[config.mk]
export PLATFORM = sky130hd
export DESIGN_NAME = command_word_lexer
export DESIGN_NICKNAME = d
export VERILOG_FILES = /design/src/cwl_pkg.sv /design/src/cwl_word_tracker.sv /design/src/command_word_lexer.sv
export SDC_FILE = /design/constraint.sdc
export NUM_CORES = 1
export LEC_CHECK = 0
export ABC_AREA = 1
export BUFFER_PORTS_ARGS = -buffer_cell sky130_fd_sc_hd__buf_2
export CAP_MARGIN = 20
export CORE_AREA = 4 4 120 122
export DETAILED_ROUTE_END_ITERATION = 6
export DIE_AREA = 0 0 124 126
export SETUP_SLACK_MARGIN = 0.1
export SYNTH_ARGS = -nofsm -noshare
export SYNTH_HDL_FRONTEND = slang
export SYNTH_SLANG_ARGS = --single-unit
[constraint.sdc]
create_clock -name i_clk -period 3 [get_ports i_clk]
set_input_delay 0.15 -clock i_clk [delete_from_list [all_inputs] [get_ports i_clk]]
set_output_delay 0.15 -clock i_clk [all_outputs]
set_load 0.01 [all_outputs]
[src/cwl_pkg.sv]
`timescale 1ns / 1ps
// ----------------------------------------------------------------------------
// cwl_pkg
// Shared types, token codes and keyword tables of the command word lexer.
// ----------------------------------------------------------------------------
package cwl_pkg;

    localparam int MAX_STEM_LEN_DEF  = 8;
    localparam int EXT_LEN_DEF       = 3;
    localparam int POSITION_BITS_DEF = 16;

    localparam int CHAR_BITS   = 8;
    localparam int KIND_BITS   = 4;
    localparam int START_BITS  = 16;
    localparam int LENGTH_BITS = 8;

    localparam int KEY_COUNT   = 6;
    localparam int KEY_SLOTS   = 8;
    localparam int KEY_IDX_W   = $clog2(KEY_SLOTS);

    typedef enum logic [KIND_BITS-1:0] {
        KIND_LS       = 4'd0,
        KIND_CD       = 4'd1,
        KIND_CAT      = 4'd2,
        KIND_PRINT    = 4'd3,
        KIND_EXEC     = 4'd4,
        KIND_FILENAME = 4'd5,
        KIND_FOLDER   = 4'd6,
        KIND_ROOT     = 4'd7,
        KIND_UNKNOWN  = 4'd8
    } t_kind;

    typedef struct packed {
        t_kind                  kind;
        logic [START_BITS-1:0]  start;
        logic [LENGTH_BITS-1:0] length;
        logic                   done;
    } t_token;

    localparam logic [7:0] CHAR_DOT = 8'h2E;

    // Keyword spellings, zero padded: ls, cd, cat, print, exec, backslash.
    localparam logic [CHAR_BITS-1:0] KEY_CHARS [KEY_COUNT][KEY_SLOTS] = '{
        '{8'h6C, 8'h73, 8'h00, 8'h00, 8'h00, 8'h00, 8'h00, 8'h00},
        '{8'h63, 8'h64, 8'h00, 8'h00, 8'h00, 8'h00, 8'h00, 8'h00},
        '{8'h63, 8'h61, 8'h74, 8'h00, 8'h00, 8'h00, 8'h00, 8'h00},
        '{8'h70, 8'h72, 8'h69, 8'h6E, 8'h74, 8'h00, 8'h00, 8'h00},
        '{8'h65, 8'h78, 8'h65, 8'h63, 8'h00, 8'h00, 8'h00, 8'h00},
        '{8'h5C, 8'h00, 8'h00, 8'h00, 8'h00, 8'h00, 8'h00, 8'h00}
    };

    localparam logic [LENGTH_BITS-1:0] KEY_LENS [KEY_COUNT] = '{
        8'd2, 8'd2, 8'd3, 8'd5, 8'd4, 8'd1
    };

    localparam t_kind KEY_KINDS [KEY_COUNT] = '{
        KIND_LS, KIND_CD, KIND_CAT, KIND_PRINT, KIND_EXEC, KIND_ROOT
    };

    function automatic logic is_space(input logic [CHAR_BITS-1:0] c);
        return (c == 8'h20) || (c >= 8'h09 && c <= 8'h0D);
    endfunction

    function automatic logic is_alnum(input logic [CHAR_BITS-1:0] c);
        return (c >= 8'h30 && c <= 8'h39) || (c >= 8'h61 && c <= 8'h7A) ||
               (c >= 8'h41 && c <= 8'h5A);
    endfunction

endpackage

[src/cwl_word_tracker.sv]
`timescale 1ns / 1ps
// ----------------------------------------------------------------------------
// cwl_word_tracker
// Per-byte word state and token classification for one accepted transfer per cycle.
// ----------------------------------------------------------------------------
module cwl_word_tracker import cwl_pkg::*; #(
    parameter int MAX_STEM_LEN  = MAX_STEM_LEN_DEF,
    parameter int EXT_LEN       = EXT_LEN_DEF,
    parameter int POSITION_BITS = POSITION_BITS_DEF
) (
    input  logic                 i_clk,
    input  logic                 i_rst_n,
    input  logic                 i_accept,
    input  logic [CHAR_BITS-1:0] i_char,
    input  logic                 i_last,
    output logic                 o_token_valid,
    output t_token               o_token
);

    localparam int STEM_W = $clog2(MAX_STEM_LEN + 1);
    localparam int EXT_W  = $clog2(EXT_LEN + 1);

    logic [POSITION_BITS-1:0] r_pos,     n_pos;
    logic                     r_inside,  n_inside;
    logic [POSITION_BITS-1:0] r_start,   n_start;
    logic [LENGTH_BITS-1:0]   r_len,     n_len;
    logic [STEM_W-1:0]        r_stem,    n_stem;
    logic                     r_dot,     n_dot;
    logic [EXT_W-1:0]         r_ext,     n_ext;
    logic                     r_ok,      n_ok;
    logic [KEY_COUNT-1:0]     r_cand,    n_cand;

    // Word state once the current byte has been taken in.
    logic [POSITION_BITS-1:0] w_start;
    logic [LENGTH_BITS-1:0]   w_len;
    logic [STEM_W-1:0]        w_stem;
    logic                     w_dot;
    logic [EXT_W-1:0]         w_ext;
    logic                     w_ok;
    logic [KEY_COUNT-1:0]     w_cand;
    logic [START_BITS-1:0]    w_start_sat;
    logic                     space;
    t_kind                    kind;

    assign space = is_space(i_char);

    always_comb begin
        w_start = r_inside ? r_start : r_pos;
        w_len   = r_len;
        w_stem  = r_stem;
        w_dot   = r_dot;
        w_ext   = r_ext;
        w_ok    = r_ok;
        w_cand  = r_cand;
        if (!space) begin
            for (int k = 0; k < KEY_COUNT; k++) begin
                if (r_len >= KEY_LENS[k] ||
                    KEY_CHARS[k][r_len[KEY_IDX_W-1:0]] != i_char) begin
                    w_cand[k] = 1'b0;
                end
            end
            if (is_alnum(i_char)) begin
                if (!r_dot) begin
                    if (r_stem >= STEM_W'(MAX_STEM_LEN)) begin
                        w_ok = 1'b0;
                    end else begin
                        w_stem = r_stem + STEM_W'(1);
                    end
                end else begin
                    if (r_ext >= EXT_W'(EXT_LEN)) begin
                        w_ok = 1'b0;
                    end else begin
                        w_ext = r_ext + EXT_W'(1);
                    end
                end
            end else if (i_char == CHAR_DOT) begin
                if (r_dot || r_stem == '0) begin
                    w_ok = 1'b0;
                end else begin
                    w_dot = 1'b1;
                end
            end else begin
                w_ok = 1'b0;
            end
            if (r_len != '1) begin
                w_len = r_len + LENGTH_BITS'(1);
            end
        end
    end

    generate
        if (POSITION_BITS > START_BITS) begin : g_start_sat
            assign w_start_sat = (|w_start[POSITION_BITS-1:START_BITS]) ?
                                 '1 : w_start[START_BITS-1:0];
        end else begin : g_start_ext
            assign w_start_sat = START_BITS'(w_start);
        end
    endgenerate

    always_comb begin
        kind = KIND_UNKNOWN;
        for (int k = KEY_COUNT - 1; k >= 0; k--) begin
            if (w_cand[k] && w_len == KEY_LENS[k]) begin
                kind = KEY_KINDS[k];
            end
        end
        if (kind == KIND_UNKNOWN && w_ok) begin
            if (w_dot && w_ext == EXT_W'(EXT_LEN)) begin
                kind = KIND_FILENAME;
            end else if (!w_dot && w_stem != '0) begin
                kind = KIND_FOLDER;
            end
        end
    end

    assign o_token_valid  = i_accept && (space ? r_inside : i_last);
    assign o_token.kind   = kind;
    assign o_token.start  = w_start_sat;
    assign o_token.length = w_len;
    assign o_token.done   = i_last;

    always_comb begin
        n_pos    = r_pos;
        n_inside = r_inside;
        n_start  = r_start;
        n_len    = r_len;
        n_stem   = r_stem;
        n_dot    = r_dot;
        n_ext    = r_ext;
        n_ok     = r_ok;
        n_cand   = r_cand;
        if (i_accept) begin
            if (i_last || space) begin
                n_inside = 1'b0;
                n_start  = '0;
                n_len    = '0;
                n_stem   = '0;
                n_dot    = 1'b0;
                n_ext    = '0;
                n_ok     = 1'b1;
                n_cand   = '1;
            end else begin
                n_inside = 1'b1;
                n_start  = w_start;
                n_len    = w_len;
                n_stem   = w_stem;
                n_dot    = w_dot;
                n_ext    = w_ext;
                n_ok     = w_ok;
                n_cand   = w_cand;
            end
            if (i_last) begin
                n_pos = '0;
            end else if (r_pos != '1) begin
                n_pos = r_pos + POSITION_BITS'(1);
            end
        end
    end

    always_ff @(posedge i_clk) begin
        if (!i_rst_n) begin
            r_pos    <= '0;
            r_inside <= 1'b0;
            r_start  <= '0;
            r_len    <= '0;
            r_stem   <= '0;
            r_dot    <= 1'b0;
            r_ext    <= '0;
            r_ok     <= 1'b1;
            r_cand   <= '1;
        end else begin
            r_pos    <= n_pos;
            r_inside <= n_inside;
            r_start  <= n_start;
            r_len    <= n_len;
            r_stem   <= n_stem;
            r_dot    <= n_dot;
            r_ext    <= n_ext;
            r_ok     <= n_ok;
            r_cand   <= n_cand;
        end
    end

endmodule

[src/command_word_lexer.sv]
`timescale 1ns / 1ps
// ----------------------------------------------------------------------------
// command_word_lexer
// Splits a byte stream of commands into words and gives one token per word.
// ----------------------------------------------------------------------------
// The lexer takes one byte per clock cycle while s_axis_tready is high and
// registers each word's token when it accepts the byte that ends it: the
// whitespace byte after the word, or the word's own last byte when tlast
// ends the command. A two-entry output register keeps input transfers
// flowing while one token waits on a stalled output; input stalls only
// when both entries hold tokens.
module command_word_lexer import cwl_pkg::*; #(
    parameter int MAX_STEM_LEN  = MAX_STEM_LEN_DEF,
    parameter int EXT_LEN       = EXT_LEN_DEF,
    parameter int POSITION_BITS = POSITION_BITS_DEF
) (
    input  logic        i_clk,
    input  logic        i_rst_n,
    input  logic        s_axis_tvalid,
    output logic        s_axis_tready,
    input  logic [7:0]  s_axis_tdata,   // [7:0] char_byte
    input  logic        s_axis_tlast,
    output logic        m_axis_tvalid,
    input  logic        m_axis_tready,
    output logic [23:0] m_axis_tdata,   // [15:0] word_start, [23:16] word_length
    output logic [3:0]  m_axis_tuser,   // [3:0] token_kind
    output logic        m_axis_tlast
);

    logic   accept;
    logic   tok_valid;
    t_token tok;
    logic   out_pop;

    logic   r_out_valid,  n_out_valid;
    logic   r_skid_valid, n_skid_valid;
    t_token r_out,        n_out;
    t_token r_skid,       n_skid;

    assign s_axis_tready = !r_skid_valid;
    assign accept        = s_axis_tvalid && s_axis_tready;
    assign out_pop       = r_out_valid && m_axis_tready;

    cwl_word_tracker #(
        .MAX_STEM_LEN  (MAX_STEM_LEN),
        .EXT_LEN       (EXT_LEN),
        .POSITION_BITS (POSITION_BITS)
    ) u_tracker (
        .i_clk         (i_clk),
        .i_rst_n       (i_rst_n),
        .i_accept      (accept),
        .i_char        (s_axis_tdata),
        .i_last        (s_axis_tlast),
        .o_token_valid (tok_valid),
        .o_token       (tok)
    );

    always_comb begin
        n_out_valid  = r_out_valid;
        n_skid_valid = r_skid_valid;
        n_out        = r_out;
        n_skid       = r_skid;
        if (out_pop) begin
            n_out_valid = 1'b0;
        end
        if (r_skid_valid && !n_out_valid) begin
            n_out        = r_skid;
            n_out_valid  = 1'b1;
            n_skid_valid = 1'b0;
        end
        if (tok_valid) begin
            if (!n_out_valid) begin
                n_out       = tok;
                n_out_valid = 1'b1;
            end else begin
                n_skid       = tok;
                n_skid_valid = 1'b1;
            end
        end
    end

    always_ff @(posedge i_clk) begin
        if (!i_rst_n) begin
            r_out_valid  <= 1'b0;
            r_skid_valid <= 1'b0;
        end else begin
            r_out_valid  <= n_out_valid;
            r_skid_valid <= n_skid_valid;
        end
        r_out  <= n_out;
        r_skid <= n_skid;
    end

    assign m_axis_tvalid = r_out_valid;
    assign m_axis_tdata  = {r_out.length, r_out.start};
    assign m_axis_tuser  = r_out.kind;
    assign m_axis_tlast  = r_out.done;

endmodule

==> summary by stage, run 1 <==
Outcome
The flow ran to the end, and the final reports show no timing, DRC or antenna violations.

Power and ir drop
Registers are responsible for 42.7% of the overall power. For this design the ratio of total power to cell area is 559.4 mW/mm^2. In this run the static leakage power is 0.003020 uW. The internal portion of total power is 2915 uW.

Net switching is 25.93% of the power. The reported net switching power is 1021 uW. The part of the power in the clock network is 47.6%. The worst-case IR drop observed on VDD is 0.3180 mV. The logic gate share of total power is 9.8%.

Timing
Static timing analysis puts the maximum clock frequency at 0.3769 GHz. The final critical-path required period is 2653 ps. The worst path uses 88.43% of the clock period. The clock arrives with 8.895 ps of skew. After layout, the worst setup slack is 347.0 ps. Setup violations remaining at the end of the flow were counted as 0. The worst slew margin relative to its limit is 54.19%. After routing, the total negative slack on setup checks comes to 0 ps. The number of hold-slack violations in the final timing report is 0. Setup repair after global routing left no endpoint under its margin. The number of max-slew violations in the final report is 0. The slew at the pin closest to its max-slew limit is 686.3 ps.

Place
The minimum setup slack after placement is 223.1 ps. The placed instance area is 0.006474 mm^2. The post-DP HPWL is 11420 um. The number of port buffers is 43.

The placer congestion estimate is 0.9617.

Floorplan
The floorplan has 42 rows. In this run the vertical extent of the chip is 126 um. For this configuration, the core starts out at a cell density of 46.53%. The core area is 0.01319 mm^2. The floorplan die width is 124 um.

For this design the top-level I/O count stands at 44. The floorplan step defined a die boundary enclosing 0.01562 mm^2.

Clock network
For this design, the sink count on the clock tree is 115. The post-CTS clock slew at the launch and capture registers of the worst setup and hold paths is 50 ps. CTS built an H-tree with a depth of 4. In this run the deepest clock path goes through 2 buffers. The total of cells resized after clock tree synthesis is 0.

The hold-fix buffer count after cts is 0. The clock reaches the later pin of the worst-skew pair after 410 ps. The clock buffer count from CTS is 17. The tree is rooted in a sky130_fd_sc_hd__clkbuf_16. Buffers added to address setup during post-CTS repair amount to 0.

TritonCTS built the clock tree.

Synth
The largest total area in the synthesized netlist belongs to sky130_fd_sc_hd__dfxtp_1. Of the post-synthesis cell area, the dominant cell type holds 28.05%. The total number of yosys warnings is 0. The most common cell in the synthesized netlist is sky130_fd_sc_hd__nand2_1. The mean instance size in the synthesized netlist is 7.359 um^2. Among all flip-flop cells after synthesis, the most frequent one is sky130_fd_sc_hd__dfxtp_1. The fraction of synthesis flops using an asynchronous set or reset pin is 0%. After synthesis the netlist holds a flip-flop and latch count of 115. Counting distinct cell types in the post-synthesis netlist gives 42. Ranked by instance count, the synthesized netlist is headed by sky130_fd_sc_hd__nand2_1 (233), sky130_fd_sc_hd__dfxtp_1 (86), sky130_fd_sc_hd__inv_1 (69). The number of nets produced by synthesis is 858. Counting every instance in the synthesized netlist gives 834. The cell area after technology mapping is 0.006137 mm^2.

The post-synthesis sequential area ratio is 42.24%. The number of synthesized flops with an enable pin is 29. In the post-synthesis netlist, the biggest area contributors are sky130_fd_sc_hd__dfxtp_1 (28%), sky130_fd_sc_hd__nand2_1 (14%), sky130_fd_sc_hd__edfxtp_1 (14%).

Layout
The proportion of layout cells with a drive suffix above 1 is 16.72%. The net count reported at finish is 896. The total of fill cells in the finished design is 1314. The sequential cells in the finished layout cover a total of 0.002594 mm^2. The finished cells cover 0.007036 mm^2. The area of the multi-input gates is 0.003069 mm^2. The number of antenna diodes in the final layout is 0. From synthesis to final layout, the design area changed by 14.64%.

Global route
The global-route usage over all layers is 21.51%. The first-pass GRT wire length is 26790 um. The number of global-route vias before repair is 5353. The number of antenna violations at the first check in global routing is 0. Entering global routing, the biggest net connects 37 pins. For this run the aggregate overflow at the end of global routing stands at 0.

Worst setup path
The classification of the worst setup path is flop to flop. STA classifies the critical path endpoint as a flop. The data arrival time of the critical path is 2810 ps. The type of element launching the critical path is a flop.

Along the worst path, the maximum fanout reaches 9. For the worst setup path, the data required time is 3160 ps.

Routing
The first detailed-routing pass took 5 iterations. In this run the remaining antenna-violating nets after routing total 0. The mean routed wirelength per cell is 14.99 um. The routed design has 15910 um of wire.

The routed layout has 5617 vias. For this block, the initial DRC count from the detailed router was 481. The post-route DRC violation count is 0.

Using the TritonRoute via totals, the vias-per-cell ratio works out to 5.294.

Worst hold path
The path type of the worst min-delay path is primary input to flop.

Job
The max-cap check violation count is 0.
==> final timing paths <==
path	end	cells after the start	from	slack, ps
worst max-delay path	r_skid[26]	16	u_tracker.r_len[1]	350
worst min-delay path	u_tracker.r_cand[2]	2	i_rst_n	30
worst max register to register	r_skid[26]	16	u_tracker.r_len[1]	350
worst min register to register	u_tracker.r_start[11]	2	u_tracker.r_start[11]	460
==> registers in the layout, indices dropped and copies added, names as in the netlist, 2 cells and up <==
name,cells
r_skid,29
m_axis_tdata,24
u_tracker.r_pos,16
u_tracker.r_start,16
u_tracker.r_len,8
u_tracker.r_cand,6
m_axis_tuser,4
u_tracker.r_stem,4
u_tracker.r_ext,2
==> critical path, stage by stage, from the launching register on <==
cell                      delay [ps]
sky130_fd_sc_hd__dfxtp_1         510
sky130_fd_sc_hd__inv_1           190
sky130_fd_sc_hd__ha_1            260
sky130_fd_sc_hd__inv_1            80
sky130_fd_sc_hd__nand2_1         110
sky130_fd_sc_hd__nand2_1          80
sky130_fd_sc_hd__nand3_1          70
sky130_fd_sc_hd__nor2_1          120
sky130_fd_sc_hd__nand3_1         180
sky130_fd_sc_hd__nand2_1         140
sky130_fd_sc_hd__nand2_1         110
sky130_fd_sc_hd__nor2_1          120
sky130_fd_sc_hd__nand3_2         100
sky130_fd_sc_hd__nand3_2         100
sky130_fd_sc_hd__nor2_4           50
sky130_fd_sc_hd__nand3_1         120
sky130_fd_sc_hd__nand2_1          60
==> final cells by class <==
cell class / count / area share (%)
Clock buffer: 17 / 6.047
Clock inverter: 15 / 1.850
Inverter: 83 / 4.464
Multi-Input combinational cell: 603 / 43.62
Sequential cell: 115 / 36.87
Tap cell: 176 / 3.130
Timing Repair Buffer: 52 / 4.019
==> power groups by stage <==
| stage | clock network, uW | logic (uW) | registers (uW) |
|---|---|---|---|
| CTS | 1910 | 383 | 1680 |
| floorplan | 0 | 235 | 1730 |
| detailed placement | 0 | 380 | 1710 |
| finish | 1870 | 384 | 1680 |
| global placement | 0 | 379 | 1710 |
| global route | 2010 | 433 | 1690 |
==> logic make-up (layout without fill, tap and decap cells) <==
family	after synthesis	count (layout)	synth area share, %
flops	115	115	42.24
xor+xnor	4	4	0.5710
simple gates	424	424	30.64
compound gates	146	146	13.44
mux	18	18	2.956
fa+ha+maj	11	11	2.243
buf+inv	116	167	7.910
==> cell usage in the layout (no fill, tap or decap), types with 5 or more instances in the layout <==
master,count
sky130_fd_sc_hd__buf_4,9
sky130_fd_sc_hd__a31oi_1,9
sky130_fd_sc_hd__a21oi_1,46
sky130_fd_sc_hd__ha_1,10
sky130_fd_sc_hd__a211oi_1,6
sky130_fd_sc_hd__mux2i_1,17
sky130_fd_sc_hd__inv_1,69
sky130_fd_sc_hd__nand2_1,232
sky130_fd_sc_hd__o21ai_0,60
sky130_fd_sc_hd__nor2_1,62
sky130_fd_sc_hd__dfxtp_1,85
sky130_fd_sc_hd__nand4_1,6
sky130_fd_sc_hd__clkinv_2,6
sky130_fd_sc_hd__a21boi_0,5
sky130_fd_sc_hd__nand2_2,16
sky130_fd_sc_hd__inv_2,11
sky130_fd_sc_hd__nand3_1,66
sky130_fd_sc_hd__clkbuf_16,17
sky130_fd_sc_hd__buf_2,43
sky130_fd_sc_hd__o22ai_1,5
sky130_fd_sc_hd__nor3_1,13
sky130_fd_sc_hd__nor2_2,13
sky130_fd_sc_hd__nand2_4,8
sky130_fd_sc_hd__edfxtp_1,29
==> per-stage QoR <==
stage	hold WS [ps]	instances	total power [uW]	util, %
5_1_grt	21.45	1061	4124	53.34
2_1_floorplan	234.2	834	1965	-
4_1_cts	8.336	1061	3975	53.29
6_report	29.60	1061	3936	53.34
3_3_place_gp	428.6	1029	2089	49.08
3_5_place_dp	438.7	1029	2092	49.08
==> layer usage <==
layer  GRT usage, %  wire, um  vias up
li1               -         -     2836
met3          4.350       896       21
met4          7.668       207        0
met2          30.70      6737      177
met1          32.05      8066     2583
met5              0         0        -
(Power assumes the default switching activity.)
==> run 2, diff against run 1 <==
CORE_AREA = 4 4 154 156   (was 4 4 120 122)
DIE_AREA = 0 0 158 160   (was 0 0 124 126)
==> summary by stage, run 2 (synthesis gave the netlist of run 1 again) <==
Timing
The achievable clock frequency was 0.3852 GHz (+2.2%). The number of hold-slack violations in the final timing report is 0 (unchanged). The part of the cycle the worst path needs is 86.55% (-1.9 points). The worst slew margin relative to its limit is 40.60% (-14 points). The final clock skew is 10.76 ps (+1.869 ps). The setup-violating endpoint count in the final report is 0 (unchanged). The slew at the pin closest to its max-slew limit is 890.1 ps (+203.7 ps). The final total negative setup slack was 0 ps (unchanged). Setup repair after global routing left no endpoint under its margin. The final critical-path required period is 2596 ps (-56.65 ps). The number of max-slew violations in the final report is 0 (unchanged).

Global route
The number of global-route vias before repair came to 4999 (-6.6%). The first-pass GRT wire length was 24860 um (-7.2%). The met1 capacity usage during global routing came to 16.30% (-16 points). The aggregate global routing overflow came to 0 (unchanged). The met3 demand-to-capacity share in global routing is 2.520% (-1.8 points).

The global-route usage over all layers is 12.01% (-9.5 points). The global routing stage identified its most utilized layer as met2. The maximum number of pins on one net before global-route repair was 35 (-5.4%). The met2 layer usage reported by global route is 18.94% (-12 points). The number of antenna violations at the first check in global routing is 1 (+1).

Layout
The flip-flop count of the largest register after layout came to 29 (unchanged). The top cell types in the final layout, fill and taps aside, are sky130_fd_sc_hd__nand2_1 (232), sky130_fd_sc_hd__dfxtp_1 (85), sky130_fd_sc_hd__inv_1 (69). The total of fill cells in the finished design is 2331 (+77%). The proportion of layout cells with a drive suffix above 1 is 16.87% (+0.15 points). The net count reported at finish was 900 (+0.45%). Compared with the post-synthesis result, the final layout area differs by 18.43%. The area of the multi-input gates was 0.003069 mm^2 (unchanged). The utilization after layout is 32.50% (-21 points). Leaving out fill and tap cells, the most frequent cell in the layout is sky130_fd_sc_hd__nand2_1. The storage element area is 0.002594 mm^2 (unchanged).

The post-layout instance count excluding filler cells is 1175 (+11%). Ranked by flip-flop count, first place goes to r_skid.

Worst setup path
The most frequent cell on the critical path is sky130_fd_sc_hd__nand2_1. On the critical path the largest part of the delay comes from simple AND/OR/NAND/NOR gates. The worst endpoint required time is 3310 ps (+150 ps). The type of element launching the critical path is a flop. The data arrival time of the critical path came to 2910 ps (+100 ps). The critical path capture point type is a flop.

The number of buffer and inverter stages on the critical path is 2 (unchanged). The critical path's largest stage delay came to 510 ps (about the same). The signal on the critical path passes through ha_2 -> nand2_1 -> nor2_2 -> nand2_2 -> nand2_1 -> nand2_1 -> inv_1 -> nand2_1 -> nand2_2 -> nand2_1 -> nor2_1 -> nand2_2 -> nand3_2 -> nor2_4 -> nand3_1 -> nand3_1 -> nand2_1 -> inv_1. The maximum fanout count along the critical path is 11 (+2). The slowest library cell on the worst path is sky130_fd_sc_hd__dfxtp_1. The classification of the worst setup path is flop to flop.

Power and ir drop
The total power per unit cell area is 565.4 mW/mm^2 (+1.1%). The static power due to leakage is 0.003068 uW (+1.6%). The reported net switching power came to 970.9 uW (-4.9%). The internal portion of total power is 3139 uW (+7.7%). The switching part of the total is 23.62% (-2.3 points).

The part of the power in the clock network is 49.8% (+2.2 points). The logic gate share of total power is 9.2% (-0.6 points). The worst supply voltage drop on vdd is 0.2800 mV (-12%). The sequential share of power is 40.9% (-1.8 points).

Routing
The DRC violation total after the first TritonRoute iteration came to 347 (-28%). The number of antenna-violating nets in the routed design is 0 (unchanged). The mean routed wirelength per cell is 12.79 um (-15%). The total wirelength of the detailed-routed design is 15030 um (-5.5%). The count of TritonRoute iterations in the first routing pass is 5 (unchanged). The ratio of routed vias to standard cells is 4.660 (-12%). The total via count after detailed routing came to 5476 (-2.5%).

The post-route DRC violation count came to 0 (unchanged).

Floorplan
The die outline area came to 0.02528 mm^2 (+62%). The core area is 0.02237 mm^2 (+70%). The floorplan die width is 158 um (+27%). The boundary pin count is 44 (unchanged). The placement row count is 55 (+31%). The starting density of the core is 27.44% (-19 points). The height of the die is 160 um (+27%).

Place
The post-DP HPWL is 10710 um (-6.2%). The total placed cells including tap cells was 1141 (+11%). The number of port buffers is 43 (unchanged). The placer congestion estimate was 0.8832 (-8.2%).

Clock network
The clock latency of the later-clocked register in the worst-skew pair is 420 ps (about the same). The number of levels the H-tree was split into is 4 (unchanged). The clock buffer count from CTS is 17 (unchanged). TritonCTS built the clock tree. The total number of clock tree sinks is 115 (unchanged). The post-CTS clock slew at the launch and capture registers of the worst setup and hold paths is 60 ps (about the same). The number of buffers on the longest clock path is 2 (unchanged). The root buffer cell chosen for the clock tree is sky130_fd_sc_hd__clkbuf_16.

Worst hold path
The path class of the tightest hold or removal check is primary input to flop.

Outcome
The run finished with clean final reports.

Job
The max-cap check violation count is 0 (unchanged).
-- run 2: final cells by class --
cell class                 instances  area share (%)
multi-input combinational        603           42.23
sequential                       115           35.69
clock buffer                      21           6.473
tap                              285           4.906
timing repair buffer              56           4.510
inverter                          83           4.321
clock inverter                    11           1.842
antenna                            1         0.03443
-- run 2: path summary, 6_finish.rpt --
kind,start,end,slack (ps),cells after the start
max,u_tracker.r_len[0],m_axis_tuser[0],400,18
max reg2reg,u_tracker.r_len[0],m_axis_tuser[0],400,18
min,s_axis_tlast,r_skid[0],40,1
min reg2reg,u_tracker.r_cand[1],u_tracker.r_cand[1],460,1
-- run 2: per-layer routing --
metal,share of wire [%],wire length (um)
met5,0,0
met2,45,6833
met1,47,7130
met3,5.7,862
met4,1.4,203
-- run 2: what timing repair did --
action / in CTS / in global routing
hold endpoints to repair: 1 / 0
setup endpoints to repair: 0 / 8
resized for setup: 0 / 4
buffers inserted: 0 / 0
hold buffers: 1 / 0
-- run 2: through the flow --
| step | power, uW | hold slack (ps) | instance area [um^2] | setup WS [ps] |
|---|---|---|---|---|
| 6_report | 4110 | 44.71 | 7268 | 403.6 |
| 4_1_cts | 4137 | 46.74 | 7259 | 224.4 |
| 5_1_grt | 4285 | 37.75 | 7266 | 105.4 |
| 3_5_place_dp | 2090 | 425.9 | 6645 | 241.8 |
| 2_1_floorplan | 1965 | 234.2 | 6137 | 241.9 |
| 3_3_place_gp | 2088 | 410.2 | 6645 | 255.9 |
-- run 2: power groups by stage --
stage | clock, uW | combinational (uW) | sequential, uW
floorplan | 0 | 235 | 1730
global placement | 0 | 377 | 1710
detailed placement | 0 | 377 | 1710
CTS | 2070 | 381 | 1680
global route | 2170 | 427 | 1690
finish | 2050 | 380 | 1680
-- run 2: worst reg2reg max path, cell delays in order (launching register included) --
cell and delay (ps):
sky130_fd_sc_hd__dfxtp_1 510, sky130_fd_sc_hd__ha_2 330, sky130_fd_sc_hd__nand2_1 110, sky130_fd_sc_hd__nor2_2 150, sky130_fd_sc_hd__nand2_2 160, sky130_fd_sc_hd__nand2_1 100
sky130_fd_sc_hd__nand2_1 50, sky130_fd_sc_hd__inv_1 50, sky130_fd_sc_hd__nand2_1 60, sky130_fd_sc_hd__nand2_2 190, sky130_fd_sc_hd__nand2_1 100, sky130_fd_sc_hd__nor2_1 140
sky130_fd_sc_hd__nand2_2 90, sky130_fd_sc_hd__nand3_2 110, sky130_fd_sc_hd__nor2_4 50, sky130_fd_sc_hd__nand3_1 120, sky130_fd_sc_hd__nand3_1 90, sky130_fd_sc_hd__nand2_1 80
sky130_fd_sc_hd__inv_1 30
==> run 3, diff against run 2 <==
clock period = 2.56 ns   (was 3 ns; I/O delays follow)
==> summary by stage, run 3 (synthesis gave the netlist of run 1 again) <==
Power and ir drop
The worst supply voltage drop on vdd is 0.3988 mV (+42%). The static power due to leakage came to 0.003124 uW (+1.8%). The total power per unit cell area is 647.9 mW/mm^2 (+15%).

Layout
Compared with the post-synthesis result, the final layout area differs by 20.12%. In the layout the commonest cells are sky130_fd_sc_hd__nand2_1 (231), sky130_fd_sc_hd__dfxtp_1 (83), sky130_fd_sc_hd__inv_1 (66), sky130_fd_sc_hd__nand3_1 (66), sky130_fd_sc_hd__o21ai_0 (60). The flip-flop count of the largest register after layout was 29 (unchanged). The area of all placed cells without fillers is 0.007372 mm^2 (+1.4%). The register with the most flip-flops is r_skid. The utilization after layout is 32.96% (+0.46 points). The total of fill cells in the finished design is 2343 (+0.51%). The library cell used most frequently in the layout, excluding fill and tap cells, is sky130_fd_sc_hd__nand2_1. The net count reported at finish came to 908 (+0.89%).

The proportion of layout cells with a drive suffix above 1 was 18.97% (+2.1 points).

Timing
The least setup slack across all paths after layout is 325.4 ps (-78.20 ps). The worst slew margin relative to its limit is 35.28% (-5.3 points). The final clock skew is 5.853 ps (-4.911 ps). The setup-violating endpoint count in the final report is 0 (unchanged). The achievable clock frequency is 0.4475 GHz (+16%). The number of hold-slack violations in the final timing report is 0 (unchanged). The part of the cycle the worst path needs is 87.29% (+0.74 points). Setup repair after global routing left no endpoint under its margin. The number of max-slew violations in the final report was 0 (unchanged).

The final critical-path required period is 2235 ps (-361.8 ps). The final total negative setup slack is 0 ps (unchanged). The slew at the pin closest to its max-slew limit is 969.8 ps (+79.73 ps).

Clock network
The number of levels the H-tree was split into was 4 (unchanged). The number of buffers on the longest clock path is 2 (unchanged). The master cell of the clock root buffer is sky130_fd_sc_hd__clkbuf_16.

The post-CTS clock slew at the launch and capture registers of the worst setup and hold paths came to 50 ps (about the same). The post-CTS repair timing setup buffer count is 0 (unchanged). The TritonCTS clock tree is built. The clock latency of the later-clocked register in the worst-skew pair was 400 ps (-20 ps). The clock buffer count from CTS was 17 (unchanged). The total number of clock tree sinks is 115 (unchanged).

Routing
The total via count after detailed routing is 5506 (+0.55%). The count of TritonRoute iterations in the first routing pass is 5 (unchanged). The number of antenna-violating nets in the routed design is 0 (unchanged).

The total wirelength of the detailed-routed design came to 15180 um (+1.0%). The DRC violation total after the first TritonRoute iteration is 363 (+4.6%). The wire length on met2 came to 6665 um (-2.5%). The length of routed wiring on met1 was 7580 um (+6.3%). The detailed-routed wire length on met3 is 749 um (-13%). The mean routed wirelength per cell came to 12.84 um (+0.42%). The post-route DRC violation count is 0 (unchanged). The ratio of routed vias to standard cells came to 4.658 (about the same). The top routing layer in use is met4.

Outcome
The flow ran to the end, and the final reports show no timing, DRC or antenna violations.

Floorplan
The boundary pin count was 44 (unchanged). The starting density of the core is 27.44% (unchanged). The height of the die came to 160 um (unchanged). The floorplan die width is 158 um (unchanged). The placement row count is 55 (unchanged).

The core area was 0.02237 mm^2 (unchanged). The die outline area is 0.02528 mm^2 (unchanged).

Worst setup path
The critical path capture point type is a flop. The worst endpoint required time is 2710 ps (-600 ps). The data arrival time of the critical path is 2390 ps (-520 ps). The classification of the worst setup path is flop to flop.

The launch point of the worst reg-to-reg path is u_tracker.r_len[0]. The type of element launching the critical path is a flop. The maximum fanout count along the critical path was 6 (-5). Tracing the worst setup path back leads to its startpoint at u_tracker.r_len[0].

Global route
The first-pass GRT wire length was 25360 um (+2.0%). The global-route usage over all layers is 12.07% (+0.057 points). The maximum number of pins on one net before global-route repair is 39 (+11%).

The number of global-route vias before repair is 5110 (+2.2%). The number of antenna violations at the first check in global routing is 1 (unchanged). The aggregate global routing overflow came to 0 (unchanged).

Place
The minimum setup slack after placement is 47.12 ps (-194.7 ps). The number of port buffers is 43 (unchanged). The placed instance area is 0.006705 mm^2 (+0.90%). The post-DP HPWL is 10870 um (+1.4%). The placer congestion estimate is 0.8625 (-2.3%).

Job
The max-cap check violation count came to 0 (unchanged).

Worst hold path
The startpoint identified for the worst hold timing path is s_axis_tlast. The path type of the worst min-delay path is primary input to flop.
==> run 3: cell type report <==
cell class	instances	area, um^2	share of cell area (%)
sequential	115	2601	35.29
antenna	1	2.502	0.03394
clock buffer	20	446.7	6.059
tap	285	356.6	4.837
timing repair buffer	64	387.9	5.261
inverter	83	316.6	4.294
clock inverter	11	138.9	1.884
multi-input combinational	603	3122	42.35
==> run 3: stage by stage <==
stage / instances / total power, uW / hold WS, ps
global route: 1181 / 4964 / 43.72
finish: 1182 / 4777 / 57.86
floorplan: 834 / 2303 / 212.2
CTS: 1181 / 4812 / 44.22
detailed placement: 1149 / 2457 / 410.5
global placement: 1149 / 2453 / 407.2
==> run 3: critical path, cell delays in order (launching register included) <==
cell	delay, ps
sky130_fd_sc_hd__dfxtp_4	370
sky130_fd_sc_hd__inv_2	100
sky130_fd_sc_hd__ha_2	220
sky130_fd_sc_hd__nand2_1	120
sky130_fd_sc_hd__nand2_1	90
sky130_fd_sc_hd__nand2_1	70
sky130_fd_sc_hd__nor2_1	130
sky130_fd_sc_hd__nand3_1	120
sky130_fd_sc_hd__a21boi_2	160
sky130_fd_sc_hd__nand2_1	70
sky130_fd_sc_hd__nor2_1	110
sky130_fd_sc_hd__nand2_2	90
sky130_fd_sc_hd__nand3_2	120
sky130_fd_sc_hd__nor2_4	50
sky130_fd_sc_hd__nand3_1	120
sky130_fd_sc_hd__nand2_1	50
==> run 3: path summary, 6_finish.rpt <==
| path | slack (ps) | cells past startpoint | to |
|---|---|---|---|
| worst max-delay path | 330 | 15 | r_skid[26] |
| worst min register to register | 460 | 1 | u_tracker.r_cand[4] |
| worst min-delay path | 60 | 1 | r_skid[0] |
| worst max register to register | 330 | 15 | r_skid[26] |
==> run 3: what timing repair did <==
| action | CTS | global route |
|---|---|---|
| resized for setup | 3 | 24 |
| endpoints found under the setup margin | 8 | 8 |
| hold endpoints to repair | 2 | 0 |
| pin swaps | 0 | 0 |
| hold buffers | 1 | 0 |
==> run 3: per-layer routing <==
metal	vias to the layer above	GRT usage, %
li1	2851	-
met1	2507	17.34
met2	136	18.40
met3	12	2.249
met4	0	3.606
met5	-	0
==> run 3: power by group <==
part | internal (uW) | switching (uW)
registers | 1930 | 38.9
logic | 159 | 298
clock network | 1540 | 810
